File: src/hw/rtl/msc_pkg.sv
// shared types and constants for the motor servo command framer
// no dependencies; imported by every module of the block
package msc_pkg;

  // payload of one input beat
  typedef struct packed {
    logic signed [7:0] speed_percent;
    logic [31:0]       servo_word;
  } msc_in_t;

  // payload of one result beat
  typedef struct packed {
    logic       link_select;
    logic [7:0] data_byte;
    logic       frame_end;
    logic       last_byte;
  } msc_out_t;

  // one prepared item handed from the converter to the serializer
  typedef struct packed {
    logic            neg;
    logic [4:0][3:0] digits;    // index 0 is the ones digit
    logic [2:0]      ndig_m1;   // digit count minus one
    logic [31:0]     servo_word;
    logic [7:0]      csum;
  } msc_frame_t;

  typedef enum logic [2:0] {
    ST_IDLE,
    ST_V,
    ST_MINUS,
    ST_DIGIT,
    ST_CR,
    ST_SERVO
  } msc_state_t;

  // register indexes on the configuration port
  localparam logic [1:0] REG_SERVO_ID   = 2'd0;
  localparam logic [1:0] REG_START_ADDR = 2'd1;
  localparam logic [1:0] REG_SPEED_SCALE = 2'd2;

  localparam logic [7:0] SERVO_ID_RST    = 8'd0;
  localparam logic [7:0] START_ADDR_RST  = 8'd30;
  localparam logic [8:0] SPEED_SCALE_RST = 9'd120;

  localparam logic [7:0] SPEED_LIMIT = 8'd100;

  localparam logic [7:0] CH_V     = 8'h76;
  localparam logic [7:0] CH_MINUS = 8'h2d;
  localparam logic [7:0] CH_ZERO  = 8'h30;
  localparam logic [7:0] CH_CR    = 8'h0d;

  localparam logic [7:0] SERVO_HDR   = 8'hff;
  localparam logic [7:0] SERVO_LEN   = 8'h07;
  localparam logic [7:0] SERVO_WRITE = 8'h03;

  // byte positions inside the servo packet
  localparam logic [3:0] SRV_HDR0 = 4'd0;
  localparam logic [3:0] SRV_HDR1 = 4'd1;
  localparam logic [3:0] SRV_ID   = 4'd2;
  localparam logic [3:0] SRV_LEN  = 4'd3;
  localparam logic [3:0] SRV_INS  = 4'd4;
  localparam logic [3:0] SRV_ADDR = 4'd5;
  localparam logic [3:0] SRV_W0   = 4'd6;
  localparam logic [3:0] SRV_W1   = 4'd7;
  localparam logic [3:0] SRV_W2   = 4'd8;
  localparam logic [3:0] SRV_W3   = 4'd9;
  localparam logic [3:0] SRV_CSUM = 4'd10;

  localparam int          DIG_COUNT = 5;
  localparam logic [2:0]  DIG_STEPS = 3'd5;
  // reciprocal of ten, exact for 16-bit values with a shift of 19
  localparam logic [15:0] RECIP_TEN = 16'd52429;

endpackage

File: src/hw/rtl/msc_convert.sv
// input register, clamp and scale, decimal digit unit and checksum
// depends on msc_pkg
module msc_convert import msc_pkg::*; (
  input  logic        clk,
  input  logic        rst_n,
  input  logic        in_valid,
  output logic        in_ready,
  input  msc_in_t     in_data,
  input  logic [8:0]  speed_scale,
  input  logic [7:0]  servo_id,
  input  logic [7:0]  servo_start_address,
  output logic        frame_valid,
  input  logic        frame_ready,
  output msc_frame_t  frame
);

  logic            p_valid_r;
  logic [2:0]      cnt_r;
  logic [15:0]     val_r;
  logic            neg_r;
  logic [31:0]     word_r;
  logic [4:0][3:0] dig_r;

  logic        accept;
  logic        stepping;
  logic        neg_in;
  logic [7:0]  abs_in;
  logic [6:0]  mag_in;
  logic [15:0] prod_in;
  logic [31:0] recip_prod;
  logic [12:0] quot;
  logic [15:0] rem_full;
  logic [2:0]  ndig_m1;
  logic [7:0]  csum_sum;

  assign frame_valid = p_valid_r && (cnt_r == DIG_STEPS);
  assign in_ready    = !p_valid_r || (frame_valid && frame_ready);
  assign accept      = in_valid && in_ready;
  assign stepping    = p_valid_r && (cnt_r != DIG_STEPS);

  // clamp to the speed limit, then scale
  always_comb begin
    neg_in  = in_data.speed_percent[7];
    abs_in  = neg_in ? (~in_data.speed_percent + 8'd1) : in_data.speed_percent;
    mag_in  = (abs_in > SPEED_LIMIT) ? SPEED_LIMIT[6:0] : abs_in[6:0];
    prod_in = {9'd0, mag_in} * {7'd0, speed_scale};
  end

  // one decimal digit per cycle
  always_comb begin
    recip_prod = val_r * RECIP_TEN;
    quot       = recip_prod[31:19];
    rem_full   = val_r - ({3'd0, quot} * 16'd10);
  end

  always_comb begin
    priority if (dig_r[4] != 4'd0) ndig_m1 = 3'd4;
    else if (dig_r[3] != 4'd0)      ndig_m1 = 3'd3;
    else if (dig_r[2] != 4'd0)      ndig_m1 = 3'd2;
    else if (dig_r[1] != 4'd0)      ndig_m1 = 3'd1;
    else                            ndig_m1 = 3'd0;
  end

  assign csum_sum = servo_id + SERVO_LEN + SERVO_WRITE + servo_start_address
                  + word_r[7:0] + word_r[15:8] + word_r[23:16] + word_r[31:24];

  always_comb begin
    frame.neg        = neg_r;
    frame.digits     = dig_r;
    frame.ndig_m1    = ndig_m1;
    frame.servo_word = word_r;
    frame.csum       = ~csum_sum;
  end

  always_ff @(posedge clk) begin
    if (!rst_n) begin
      p_valid_r <= 1'b0;
      cnt_r     <= 3'd0;
    end else if (accept) begin
      p_valid_r <= 1'b1;
      cnt_r     <= 3'd0;
    end else if (frame_valid && frame_ready) begin
      p_valid_r <= 1'b0;
    end else if (stepping) begin
      cnt_r <= cnt_r + 3'd1;
    end
  end

  always_ff @(posedge clk) begin
    if (accept) begin
      val_r  <= prod_in;
      neg_r  <= neg_in;
      word_r <= in_data.servo_word;
    end else if (stepping) begin
      val_r <= {3'd0, quot};
      dig_r <= {rem_full[3:0], dig_r[DIG_COUNT-1:1]};
    end
  end

endmodule

File: src/hw/rtl/msc_serializer.sv
// frame sequencer and output register, one byte per beat
// depends on msc_pkg
module msc_serializer import msc_pkg::*; (
  input  logic       clk,
  input  logic       rst_n,
  input  logic       frame_valid,
  output logic       frame_ready,
  input  msc_frame_t frame,
  input  logic [7:0] servo_id,
  input  logic [7:0] servo_start_address,
  output logic       out_valid,
  input  logic       out_ready,
  output msc_out_t   out_data
);

  msc_state_t state_r, state_nxt;
  msc_frame_t frame_r;
  logic [2:0] dig_r, dig_nxt;
  logic [3:0] srv_r, srv_nxt;
  logic       out_valid_r;
  msc_out_t   out_r;

  logic       emit;
  logic       load;
  msc_out_t   beat;
  logic [3:0] cur_digit;

  assign emit     = (state_r != ST_IDLE) && (!out_valid_r || out_ready);
  assign cur_digit = frame_r.digits[dig_r];

  always_comb begin
    frame_ready = (state_r == ST_IDLE)
               || ((state_r == ST_SERVO) && (srv_r == SRV_CSUM) && emit);
  end
  assign load = frame_valid && frame_ready;

  always_comb begin
    state_nxt = state_r;
    dig_nxt   = dig_r;
    srv_nxt   = srv_r;
    beat      = '0;
    unique case (state_r)
      ST_IDLE: begin
        state_nxt = ST_IDLE;
      end
      ST_V: begin
        beat.data_byte = CH_V;
        if (emit) state_nxt = frame_r.neg ? ST_MINUS : ST_DIGIT;
      end
      ST_MINUS: begin
        beat.data_byte = CH_MINUS;
        if (emit) state_nxt = ST_DIGIT;
      end
      ST_DIGIT: begin
        beat.data_byte = CH_ZERO + {4'd0, cur_digit};
        if (emit) begin
          if (dig_r == 3'd0) state_nxt = ST_CR;
          else               dig_nxt   = dig_r - 3'd1;
        end
      end
      ST_CR: begin
        beat.data_byte = CH_CR;
        beat.frame_end = 1'b1;
        if (emit) begin
          state_nxt = ST_SERVO;
          srv_nxt   = SRV_HDR0;
        end
      end
      ST_SERVO: begin
        beat.link_select = 1'b1;
        unique case (srv_r)
          SRV_HDR0, SRV_HDR1: beat.data_byte = SERVO_HDR;
          SRV_ID:   beat.data_byte = servo_id;
          SRV_LEN:  beat.data_byte = SERVO_LEN;
          SRV_INS:  beat.data_byte = SERVO_WRITE;
          SRV_ADDR: beat.data_byte = servo_start_address;
          SRV_W0:   beat.data_byte = frame_r.servo_word[7:0];
          SRV_W1:   beat.data_byte = frame_r.servo_word[15:8];
          SRV_W2:   beat.data_byte = frame_r.servo_word[23:16];
          SRV_W3:   beat.data_byte = frame_r.servo_word[31:24];
          SRV_CSUM: begin
            beat.data_byte = frame_r.csum;
            beat.frame_end = 1'b1;
            beat.last_byte = 1'b1;
          end
          default:  beat.data_byte = SERVO_HDR;
        endcase
        if (emit) begin
          if (srv_r == SRV_CSUM) state_nxt = ST_IDLE;
          else                   srv_nxt   = srv_r + 4'd1;
        end
      end
      default: state_nxt = ST_IDLE;
    endcase
    // a waiting frame starts right behind the checksum
    if (load) begin
      state_nxt = ST_V;
      dig_nxt   = frame.ndig_m1;
    end
  end

  always_ff @(posedge clk) begin
    if (!rst_n) begin
      state_r     <= ST_IDLE;
      out_valid_r <= 1'b0;
      dig_r       <= 3'd0;
      srv_r       <= 4'd0;
    end else begin
      state_r <= state_nxt;
      dig_r   <= dig_nxt;
      srv_r   <= srv_nxt;
      if (emit)          out_valid_r <= 1'b1;
      else if (out_ready) out_valid_r <= 1'b0;
    end
  end

  always_ff @(posedge clk) begin
    if (load) frame_r <= frame;
    if (emit) out_r   <= beat;
  end

  assign out_valid = out_valid_r;
  assign out_data  = out_r;

endmodule

File: src/hw/rtl/motor_servo_command_framer.sv
// motor servo command framer top; needs msc_pkg, msc_convert and msc_serializer
// each item gives a speed text frame followed by a servo write packet
// first byte (the 'v'): input register, digit steps, frame load, then output register
// throughput: one byte per cycle while out_ready is high; 14 to 19 bytes per item (3..8
//   speed, 11 servo); the next item converts while a frame streams, so no gaps
// reset: synchronous active-low rst_n empties the pipeline and loads register defaults
module motor_servo_command_framer import msc_pkg::*; (
  input  logic        clk,
  input  logic        rst_n,
  // input channel
  input  logic        in_valid,
  output logic        in_ready,
  input  msc_in_t     in_data,
  // result channel
  output logic        out_valid,
  input  logic        out_ready,
  output msc_out_t    out_data,
  // configuration port
  input  logic        cfg_psel,
  input  logic        cfg_penable,
  input  logic        cfg_pwrite,
  input  logic [3:0]  cfg_paddr,
  input  logic [31:0] cfg_pwdata,
  output logic [31:0] cfg_prdata,
  output logic        cfg_pready
);

  // configuration registers
  logic [7:0] servo_id_r;
  logic [7:0] start_addr_r;
  logic [8:0] speed_scale_r;

  logic       cfg_wr;
  logic [1:0] cfg_idx;

  // converter to serializer handoff
  logic       frame_valid;
  logic       frame_ready;
  msc_frame_t frame;

  assign cfg_pready = 1'b1;
  assign cfg_idx    = cfg_paddr[3:2];
  assign cfg_wr     = cfg_psel && cfg_penable && cfg_pwrite && cfg_pready;

  // register writes, data truncated to register width
  always_ff @(posedge clk) begin
    if (!rst_n) begin
      servo_id_r    <= SERVO_ID_RST;
      start_addr_r  <= START_ADDR_RST;
      speed_scale_r <= SPEED_SCALE_RST;
    end else if (cfg_wr) begin
      unique case (cfg_idx)
        REG_SERVO_ID:    servo_id_r    <= cfg_pwdata[7:0];
        REG_START_ADDR:  start_addr_r  <= cfg_pwdata[7:0];
        REG_SPEED_SCALE: speed_scale_r <= cfg_pwdata[8:0];
        default: ;  // unused slot, write dropped
      endcase
    end
  end

  // read mux
  always_comb begin
    unique case (cfg_idx)
      REG_SERVO_ID:    cfg_prdata = {24'd0, servo_id_r};
      REG_START_ADDR:  cfg_prdata = {24'd0, start_addr_r};
      REG_SPEED_SCALE: cfg_prdata = {23'd0, speed_scale_r};
      default:         cfg_prdata = 32'd0;
    endcase
  end

  // clamp, scale, five-step decimal conversion and checksum
  msc_convert u_convert (
    .clk                 (clk),
    .rst_n               (rst_n),
    .in_valid            (in_valid),
    .in_ready            (in_ready),
    .in_data             (in_data),
    .speed_scale         (speed_scale_r),
    .servo_id            (servo_id_r),
    .servo_start_address (start_addr_r),
    .frame_valid         (frame_valid),
    .frame_ready         (frame_ready),
    .frame               (frame)
  );

  // walks the speed frame then the servo packet, one beat per cycle while out_ready is high,
  // through a registered output stage
  msc_serializer u_serializer (
    .clk                 (clk),
    .rst_n               (rst_n),
    .frame_valid         (frame_valid),
    .frame_ready         (frame_ready),
    .frame               (frame),
    .servo_id            (servo_id_r),
    .servo_start_address (start_addr_r),
    .out_valid           (out_valid),
    .out_ready           (out_ready),
    .out_data            (out_data)
  );

endmodule
File: config.mk
export PLATFORM = sky130hd
export DESIGN_NAME = motor_servo_command_framer
export DESIGN_NICKNAME = d
export VERILOG_FILES = /design/src/hw/rtl/msc_pkg.sv /design/src/hw/rtl/msc_convert.sv /design/src/hw/rtl/msc_serializer.sv /design/src/hw/rtl/motor_servo_command_framer.sv
export SDC_FILE = /design/constraint.sdc
export NUM_CORES = 1
export LEC_CHECK = 0
export BUFFER_PORTS_ARGS = -buffer_cell sky130_fd_sc_hd__buf_2
export CELL_PAD_IN_SITES_DETAIL_PLACEMENT = 1
export CELL_PAD_IN_SITES_GLOBAL_PLACEMENT = 1
export CORE_MARGIN = 8
export CORE_UTILIZATION = 45
export DETAILED_ROUTE_END_ITERATION = 7
export PLACE_DENSITY = 0.84
export SYNTH_ARGS = -nofsm -noshare
export SYNTH_HDL_FRONTEND = slang
export SYNTH_SLANG_ARGS = --single-unit
File: constraint.sdc
create_clock -name clk -period 8 [get_ports clk]
set_input_delay 1.6 -clock clk [delete_from_list [all_inputs] [get_ports clk]]
set_output_delay 1.6 -clock clk [all_outputs]
set_load 0.005 [all_outputs]
After elaboration in Yosys (flattened, before gate mapping) --
Cells that the tools add are included. W data, S select, Z words.
Word-level totals: bits in registers 181, output and inout bits 46
Operators by class: add/subtract/negate cells 13, $mul 3, order comparisons 2, eq/ne operators 34, mux-type cells 38, bitwise logic cells 5, reductions and logical operators 39
Operators by type and width (number):
- $pmux W8 S9 | 1
- $mux W3 | 14
- $add A8 B8 Y8 | 5
- $pmux W8 S5 | 1
- $mul A16 B16 Y32 const B | 1
- $mux W16 | 2
- $pmux W9 S3 | 1
- $ne A3 B1 Y1 const B | 6
- $eq A4 B3 Y1 const B | 4
- $mul A7 B9 Y16 | 1
- $mux W4 | 4
- $not A8 Y8 | 2
- $reduce_bool A4 Y1 | 4
- $pmux W3 S5 | 1
- $ne A2 B1 Y1 const B | 7
- $reduce_and A7 Y1 | 2
- $mul A13 B3 Y3 const B | 1
- $bmux W4 S3 | 1
- $eq A4 B4 Y1 const B | 3
- $reduce_bool A2 Y1 | 6
- $reduce_and A2 Y1 | 5
- $eq A3 B3 Y1 const B | 3
- $logic_and A1 B1 Y1 | 9
- $add A8 B1 Y8 const B | 1
- other kinds (32) | 49

Longest topological paths before layout --
Gate-level depths: netlist (run 1).
depth after elaboration 10, gate-level depth with buffers 25, depth with buffers taken out 25

By module --
A second synthesis (run 1) with hierarchy kept.
Unflattened totals: cell total of the unflattened synthesis 1402, area, all modules 15328.5 µm²
Modules (own cells, without submodules):
- msc_convert | instances 1, cells an instance 953, area each 10187.3 µm²
- msc_serializer | instances 1, cells an instance 287, area each 3779.9 µm²
- motor_servo_command_framer | instances 1, cells an instance 162, area each 1361.3 µm²

Least setup slack after synthesis (run 1) --
OpenSTA, ideal clock, no wires.
path type input-to-reg, start input in_data[32] in the netlist's numbering, end register u_convert.val_r[14], data pin, library setup time 0.257 ns, data arrival time 6.694 ns, data required time 7.743 ns, path slack 1.049 ns, cell stages on the path 25, buffers on the path 0, cell sequence inv_1 -> ha_1 -> nand2b_1 -> o41ai_4 -> nor2_1 -> o2bb2ai_1 -> a22o_4 -> nor2_4 -> nor2b_1 -> fa_1 -> inv_1 -> fa_1 -> inv_1 -> fa_1 -> inv_1 -> fa_1 -> inv_1 -> ha_1 -> nand2_1 -> o211ai_1 -> a2111oi_2 -> nor2_1 -> a311oi_1 -> xor2_1 -> nor2_1
Between the ends: word-level cells in the longest chain between the ends 7
RTL lines:
- from (decl) | RTL line motor_servo_command_framer.sv:13 | input msc_in_t in_data,
- $not A8 Y8 | RTL line msc_convert.sv:44 | abs_in = neg_in ? (~in_data.speed_percent + 8'd1) : in_data.speed_percent;
- $add A8 B1 Y8 | RTL line msc_convert.sv:44
- $mux W8 (*) | RTL line msc_convert.sv:44
- $gt A8 B7 Y1 | RTL line msc_convert.sv:45 | mag_in = (abs_in > SPEED_LIMIT) ? SPEED_LIMIT[6:0] : abs_in[6:0];
- $mux W7 (*) | RTL line msc_convert.sv:45
- $mul A7 B9 Y16 (*) | RTL line msc_convert.sv:46 | prod_in = {9'd0, mag_in} * {7'd0, speed_scale};
- $mux W16 (*) | RTL line msc_convert.sv:90 | if (accept) begin
- to (signal assigned) | RTL line msc_convert.sv:91 | val_r <= prod_in;
- to (signal assigned) | RTL line msc_convert.sv:95 | val_r <= {3'd0, quot};
- to (decl) | RTL line msc_convert.sv:19 | logic [15:0] val_r;
Every way passes the cells marked *; elsewhere a longest branch is shown, timed or not. A chain may end at the register's enable or synchronous reset.

Worst setup path in the final report (run 1) --
Same ends and word-level chain as after synthesis.

==> results of run 1 <==
[layout make-up]
class	instances	area share
clock inverter	13	0.00801
inverter	231	0.0520
multi-input combinational	970	0.554
sequential	181	0.301
clock buffer	19	0.0259
timing repair buffer	82	0.0250
tap	448	0.0335
[metal layers]
metal  vias up  share of wire  wire length [um]
met5         -              0                 0
met4         0          0.042              1740
met3       111          0.038              1590
met2       297           0.53             21900
met1      5538           0.39             16400
li1       4946              -                 -
[stage by stage]
stage	cell area, um^2	hold slack (ns)	utilization	setup WS (ns)
4_1_cts	16700	0.427	0.497	0.733
2_1_floorplan	15500	0.400	-	1.05
3_3_place_gp	16100	0.400	0.480	0.480
5_1_grt	16700	0.427	0.497	0.414
3_5_place_dp	16100	0.406	0.480	0.287
6_report	16700	0.425	0.497	0.767
[worst max-delay path by stage]
| stage | to | slack, ns | cells after the start |
|---|---|---|---|
| global placement | u_convert.val_r[14] | 0.48 | 26 |
| global route | u_convert.val_r[14] | 0.41 | 26 |
| CTS | u_convert.val_r[14] | 0.73 | 24 |
| floorplan | u_convert.val_r[14] | 1.05 | 25 |
| detailed placement | u_convert.val_r[14] | 0.29 | 24 |
| finish | u_convert.val_r[14] | 0.77 | 26 |
[synthesized netlist by cell type, types with 3 or more instances]
cell type / instances
edfxtp_1: 141
nor3b_1: 5
a21o_1: 11
clkbuf_1: 26
a31oi_1: 8
a41oi_1: 3
xor2_1: 13
a22o_1: 3
ha_1: 188
nand2_1: 90
a222oi_1: 10
o21ai_0: 49
a32o_1: 3
a221oi_1: 3
buf_4: 26
and4_1: 5
a21oi_1: 47
nand2b_1: 11
o21ai_1: 5
o31ai_1: 3
xnor2_1: 30
nor2b_1: 32
a21boi_0: 15
a211oi_1: 9
a2111o_1: 3
o22ai_1: 7
o21a_1: 8
a2111oi_2: 3
mux2i_1: 22
fa_1: 142
or3_1: 4
nor3_1: 9
mux4_2: 4
nand4_1: 9
nor4_1: 5
dfxtp_1: 40
inv_1: 229
nor2_1: 48
nand3_1: 39
and2_1: 43
and3_1: 6
o211ai_1: 4
nor2_4: 5
o21bai_1: 4
[placed cells by master (no fill, tap or decap), drive strengths merged, types with 7 or more instances in the layout]
master and instances:
dfxtp 40, a222oi 10, o22ai 7, xor2 14
nand3 40, conb 24, xnor2 30, a211oi 9
fa 142, a21boi 16, nand2 90, and2 43
nor3 11, edfxtp 141, nand4 9, nor2 53
nor2b 33, clkbuf 19, ha 188, mux2i 22
inv 239, a21oi 47, o21a 8, buf 82
nand2b 11, o21ai 54, a31oi 8, a21o 11
[state kept, by name, indices dropped and copies added (netlist names), 8 cells and up]
register               flops
servo_id_r                 8
speed_scale_r              9
start_addr_r               8
u_convert.frame           20
u_convert.val_r           16
u_convert.word_r          32
u_serializer.frame_r      61
u_serializer.out_data     11
[cells by family after synthesis]
kind of cell | after synthesis | synth area share
buffers and inverters | 286 | 0.0769
DFF | 181 | 0.327
other | 2 | 0.000488
AOI/OAI and AO/OA | 220 | 0.100
xor gates and xnor gates | 44 | 0.0255
and+or+nand+nor | 324 | 0.111
adders and majority gates | 330 | 0.337
muxes | 28 | 0.0216
[critical path, stage by stage]
cell and delay, ns:
buf_2 0.12, inv_1 0.15, ha_1 0.25, nand2b_1 0.15, o41ai_4 0.33, nor2_1 0.08
o2bb2ai_1 0.14, a22o_4 0.33, nor2_4 0.26, nor2b_1 0.10, fa_1 0.51, inv_1 0.06
fa_1 0.55, inv_1 0.06, fa_1 0.47, inv_1 0.05, fa_1 0.47, inv_1 0.04
ha_1 0.32, nand2_1 0.13, o211ai_1 0.12, a2111oi_2 0.42, nor2_1 0.11, a311oi_1 0.35
xor2_1 0.20, nor2_1 0.05
==> impl_metrics.ini, run 1 <==
[clock_tree]
post_cts_resized = 0
cts_tree = built
postCtsSetupRepairBufs = 0
root_buffer = clkbuf_16
clkTransAtPathRegs_ns = 0.08
htreeDepth = 4
clock-sinks = 181
clk-insertion-delay-late_ns = 0.45
cts_hold_buf = 0
cts_buffer_depth = 2
cts_buffers = 17

[timing]
slew_violations = 0
setup_tns_ns = 0
final.period_utilization = 0.904
post-route-min-period_ns = 7.23
hold_viol = 0
finClkSkew_ns = 0.0143
rsz0062_at_grt = no
tightest_slew_ns = 1.14
max_freq_mhz = 138
setup-violations-final = 0
relSlewSlack = 0.242

[grt]
grt_pass1_wl_mm = 67.2
grt_util_met3 = 0.0365
antenna_found_initial = 0
overflow = 0
grt_max_degree = 65
gr-usage-met2 = 0.380
use_met1 = 0.238
grt.total_usage = 0.209
top_usage_layer = met2
grt_pass1_vias = 12249

[route]
dr.pass1.iters = 5
vias = 10892
avgViaCountPerCell = 5.60
routed_wl_mm = 41.7
antenna_left = 0
wl_per_cell_um = 21.4
drt_iter0_markers = 720
drcViolationCount = 0

[placed_design]
dpl.hpwl_mm = 32.0
dp_cells = 1912
port_buffers = 79
place_congestion = 0.883

[setup_path]
cp-end-kind = flop
r2r_end = u_convert.frame[62]
start_kind = input pin
required_ns = 8.20
criticalPathCategory = input pin to flop
r2r_setup_slack_ns = 1.39
cp-startpoint = in_data[32]
arrival_ns = 7.43
reg2regPathDepth = 20
rr_startpoint = u_convert.val_r[7]
critPathMaxFanout = 9

[floorplan]
die_area_um2 = 40400
start_util = 0.458
dieWidth_um = 201
die_h_um = 201
core_region_area_um2 = 33600
rows = 67
ioPinCount = 129

[synthesis]
synth_async_sr_flop_share = 0
seq_area_frac_synth = 0.327
yosysTopAreaCell = edfxtp_1
postSynthAreaPerCell_um2 = 10.9
synthTopCellsByArea = edfxtp_1, fa_1, ha_1
syn_inst = 1415
synth_edf_count = 141
yosys_warnings = 0
ys_ff_latch = 181
yosysTopAreaCellShare = 0.275
netlist_area_um2 = 15400
synth_top_flop_cell = edfxtp_1
ys_types = 83

[cells_and_area]
area.sequential_um2 = 5030
drive_above_1_share = 0.0976
syn_to_final_growth_pct = 8.53
multi_input_area_um2 = 9260
fill_cells = 3683
nets = 1896
n_antenna_cell = 0
instances_no_fill = 1944

[job]
cap_violations = 0

[run_status]
outcome = finished clean

[worst_hold_path]
worstHoldPathCells = 0
worst_hold_path.endpoint = u_serializer.frame_r[44]
hold_path_class = flop to flop
hp-start = u_convert.frame[44]
Power of run 1 is left out: the tool's default activity adds up to more than one toggle a clock period on the data nets, which glitch-free logic cannot reach.
==> run 2, diff against run 1 <==
CELL_PAD_IN_SITES_DETAIL_PLACEMENT = not set   (was 1)
CELL_PAD_IN_SITES_GLOBAL_PLACEMENT = not set   (was 1)
PLACE_DENSITY = 0.71   (was 0.84)
==> impl_metrics.ini, run 2 (synthesis gave the netlist of run 1 again) <==
[run_status]
outcome = finished clean

[placed_design]
port_buffers = 79
place_congestion = 0.861
dp_cells = 1913
dpl.hpwl_mm = 26.6

[timing]
hold_viol = 0
setup_tns_ns = 0
setup-violations-final = 0
final.period_utilization = 0.887
finClkSkew_ns = 0.0196
tightest_slew_ns = 0.992
rsz0062_at_grt = no
relSlewSlack = 0.338
slew_violations = 0
post-route-min-period_ns = 7.09
max_freq_mhz = 141

[clock_tree]
postCtsSetupRepairBufs = 0
cts_hold_buf = 0
htreeDepth = 4
clk-insertion-delay-late_ns = 0.44
cts_buffers = 17
post_cts_resized = 0
clock-sinks = 181
cts_buffer_depth = 2
root_buffer = clkbuf_16
cts_tree = built
clkTransAtPathRegs_ns = 0.08

[grt]
grt.total_usage = 0.167
grt_pass1_wl_mm = 55.3
grt_pass1_vias = 10902
grt_max_degree = 50
antenna_found_initial = 0
overflow = 0

[setup_path]
rr_startpoint = u_convert.val_r[7]
cp-end-kind = flop
arrival_ns = 7.29
critPathMaxFanout = 9
criticalPathCategory = input pin to flop
r2r_setup_slack_ns = 1.51
start_kind = input pin
r2r_end = u_convert.frame[62]
reg2regPathDepth = 20
required_ns = 8.19

[worst_hold_path]
hold_path_class = flop to flop
worst_hold_path.endpoint = u_serializer.frame_r[46]
worstHoldPathCells = 0
hp-start = u_convert.frame[46]

[cells_and_area]
regMostFlops = u_serializer.frame_r
drive_above_1_share = 0.0989
instances_no_fill = 1945
nets = 1897
largest_reg_flops = 61
layout.cells.most_common = inv_1
syn_to_final_growth_pct = 8.69
final_cell_mix = inv_1, ha_1, fa_1
n_antenna_cell = 0

[floorplan]
die_h_um = 201
rows = 67
dieWidth_um = 201
die_area_um2 = 40400
core_region_area_um2 = 33600
ioPinCount = 129
start_util = 0.458

[route]
drcViolationCount = 0
routed_wl_mm = 33.2
routed-wl-met3_mm = 1.26
drt_iter0_markers = 719
met1Wirelength_mm = 14.6
avgViaCountPerCell = 5.30
wl_per_cell_um = 17.1
wl_met2_mm = 16.8
antenna_left = 0
top_layer_used = met4
dr.pass1.iters = 8
vias = 10318

[job]
cap_violations = 0
==> run 2: cell count changes in the layout (fill, tap and decap cells not counted) <==
cell	before	now
clkinv_8	1	3
clkinv_4	3	1
buf_4	3	4
clkbuf_1	2	1
clkinv_2	0	1
==> run 2: per-layer routing <==
metal,track usage,vias up
met3,0.0240,36
li1,-,4949
met1,0.216,5114
met2,0.289,219
met4,0.0442,0
met5,0,-
==> run 2: how the worst max path moves through the flow <==
stage	startpoint	to	slack [ns]	depth (start not counted)
2_1_floorplan	in_data[32]	u_convert.val_r[14]	1.05	25
5_1_grt	in_data[32]	u_convert.val_r[14]	0.52	26
4_1_cts	in_data[32]	u_convert.val_r[14]	0.88	26
3_3_place_gp	in_data[32]	u_convert.val_r[14]	0.53	26
6_report	in_data[32]	u_convert.val_r[14]	0.91	26
3_5_place_dp	in_data[32]	u_convert.val_r[14]	0.43	26
==> run 2: cell type report <==
cell class	count	area (um^2)
fillers	2972	16900
multi-input cells	970	9260
flip-flops and latches	181	5030
inverters	231	870
well taps	448	561
clock buffers	18	429
repair buffers	83	425
clock inverters	14	154
==> run 2: metrics by stage <==
stage               hold slack [ns]  instance area [um^2]  setup WS [ns]   util
floorplan                     0.400                 15500           1.05      -
global placement              0.402                 16200          0.530  0.480
detailed placement            0.407                 16200          0.429  0.480
CTS                           0.424                 16700          0.881  0.498
global route                  0.443                 16700          0.516  0.498
finish                        0.422                 16700          0.906  0.498
==> run 2: critical path: stages <==
cell       delay [ns]
buf_2            0.12
inv_1            0.14
ha_1             0.24
nand2b_1         0.15
o41ai_4          0.33
nor2_1           0.07
o2bb2ai_1        0.14
a22o_4           0.33
nor2_4           0.26
nor2b_1          0.10
fa_1             0.51
inv_1            0.05
fa_1             0.52
inv_1            0.05
fa_1             0.48
inv_1            0.05
fa_1             0.47
inv_1            0.04
ha_1             0.32
nand2_1          0.12
o211ai_1         0.12
a2111oi_2        0.39
nor2_1           0.11
a311oi_1         0.32
xor2_1           0.18
nor2_1           0.05
Power of run 2 is left out for the same reason.
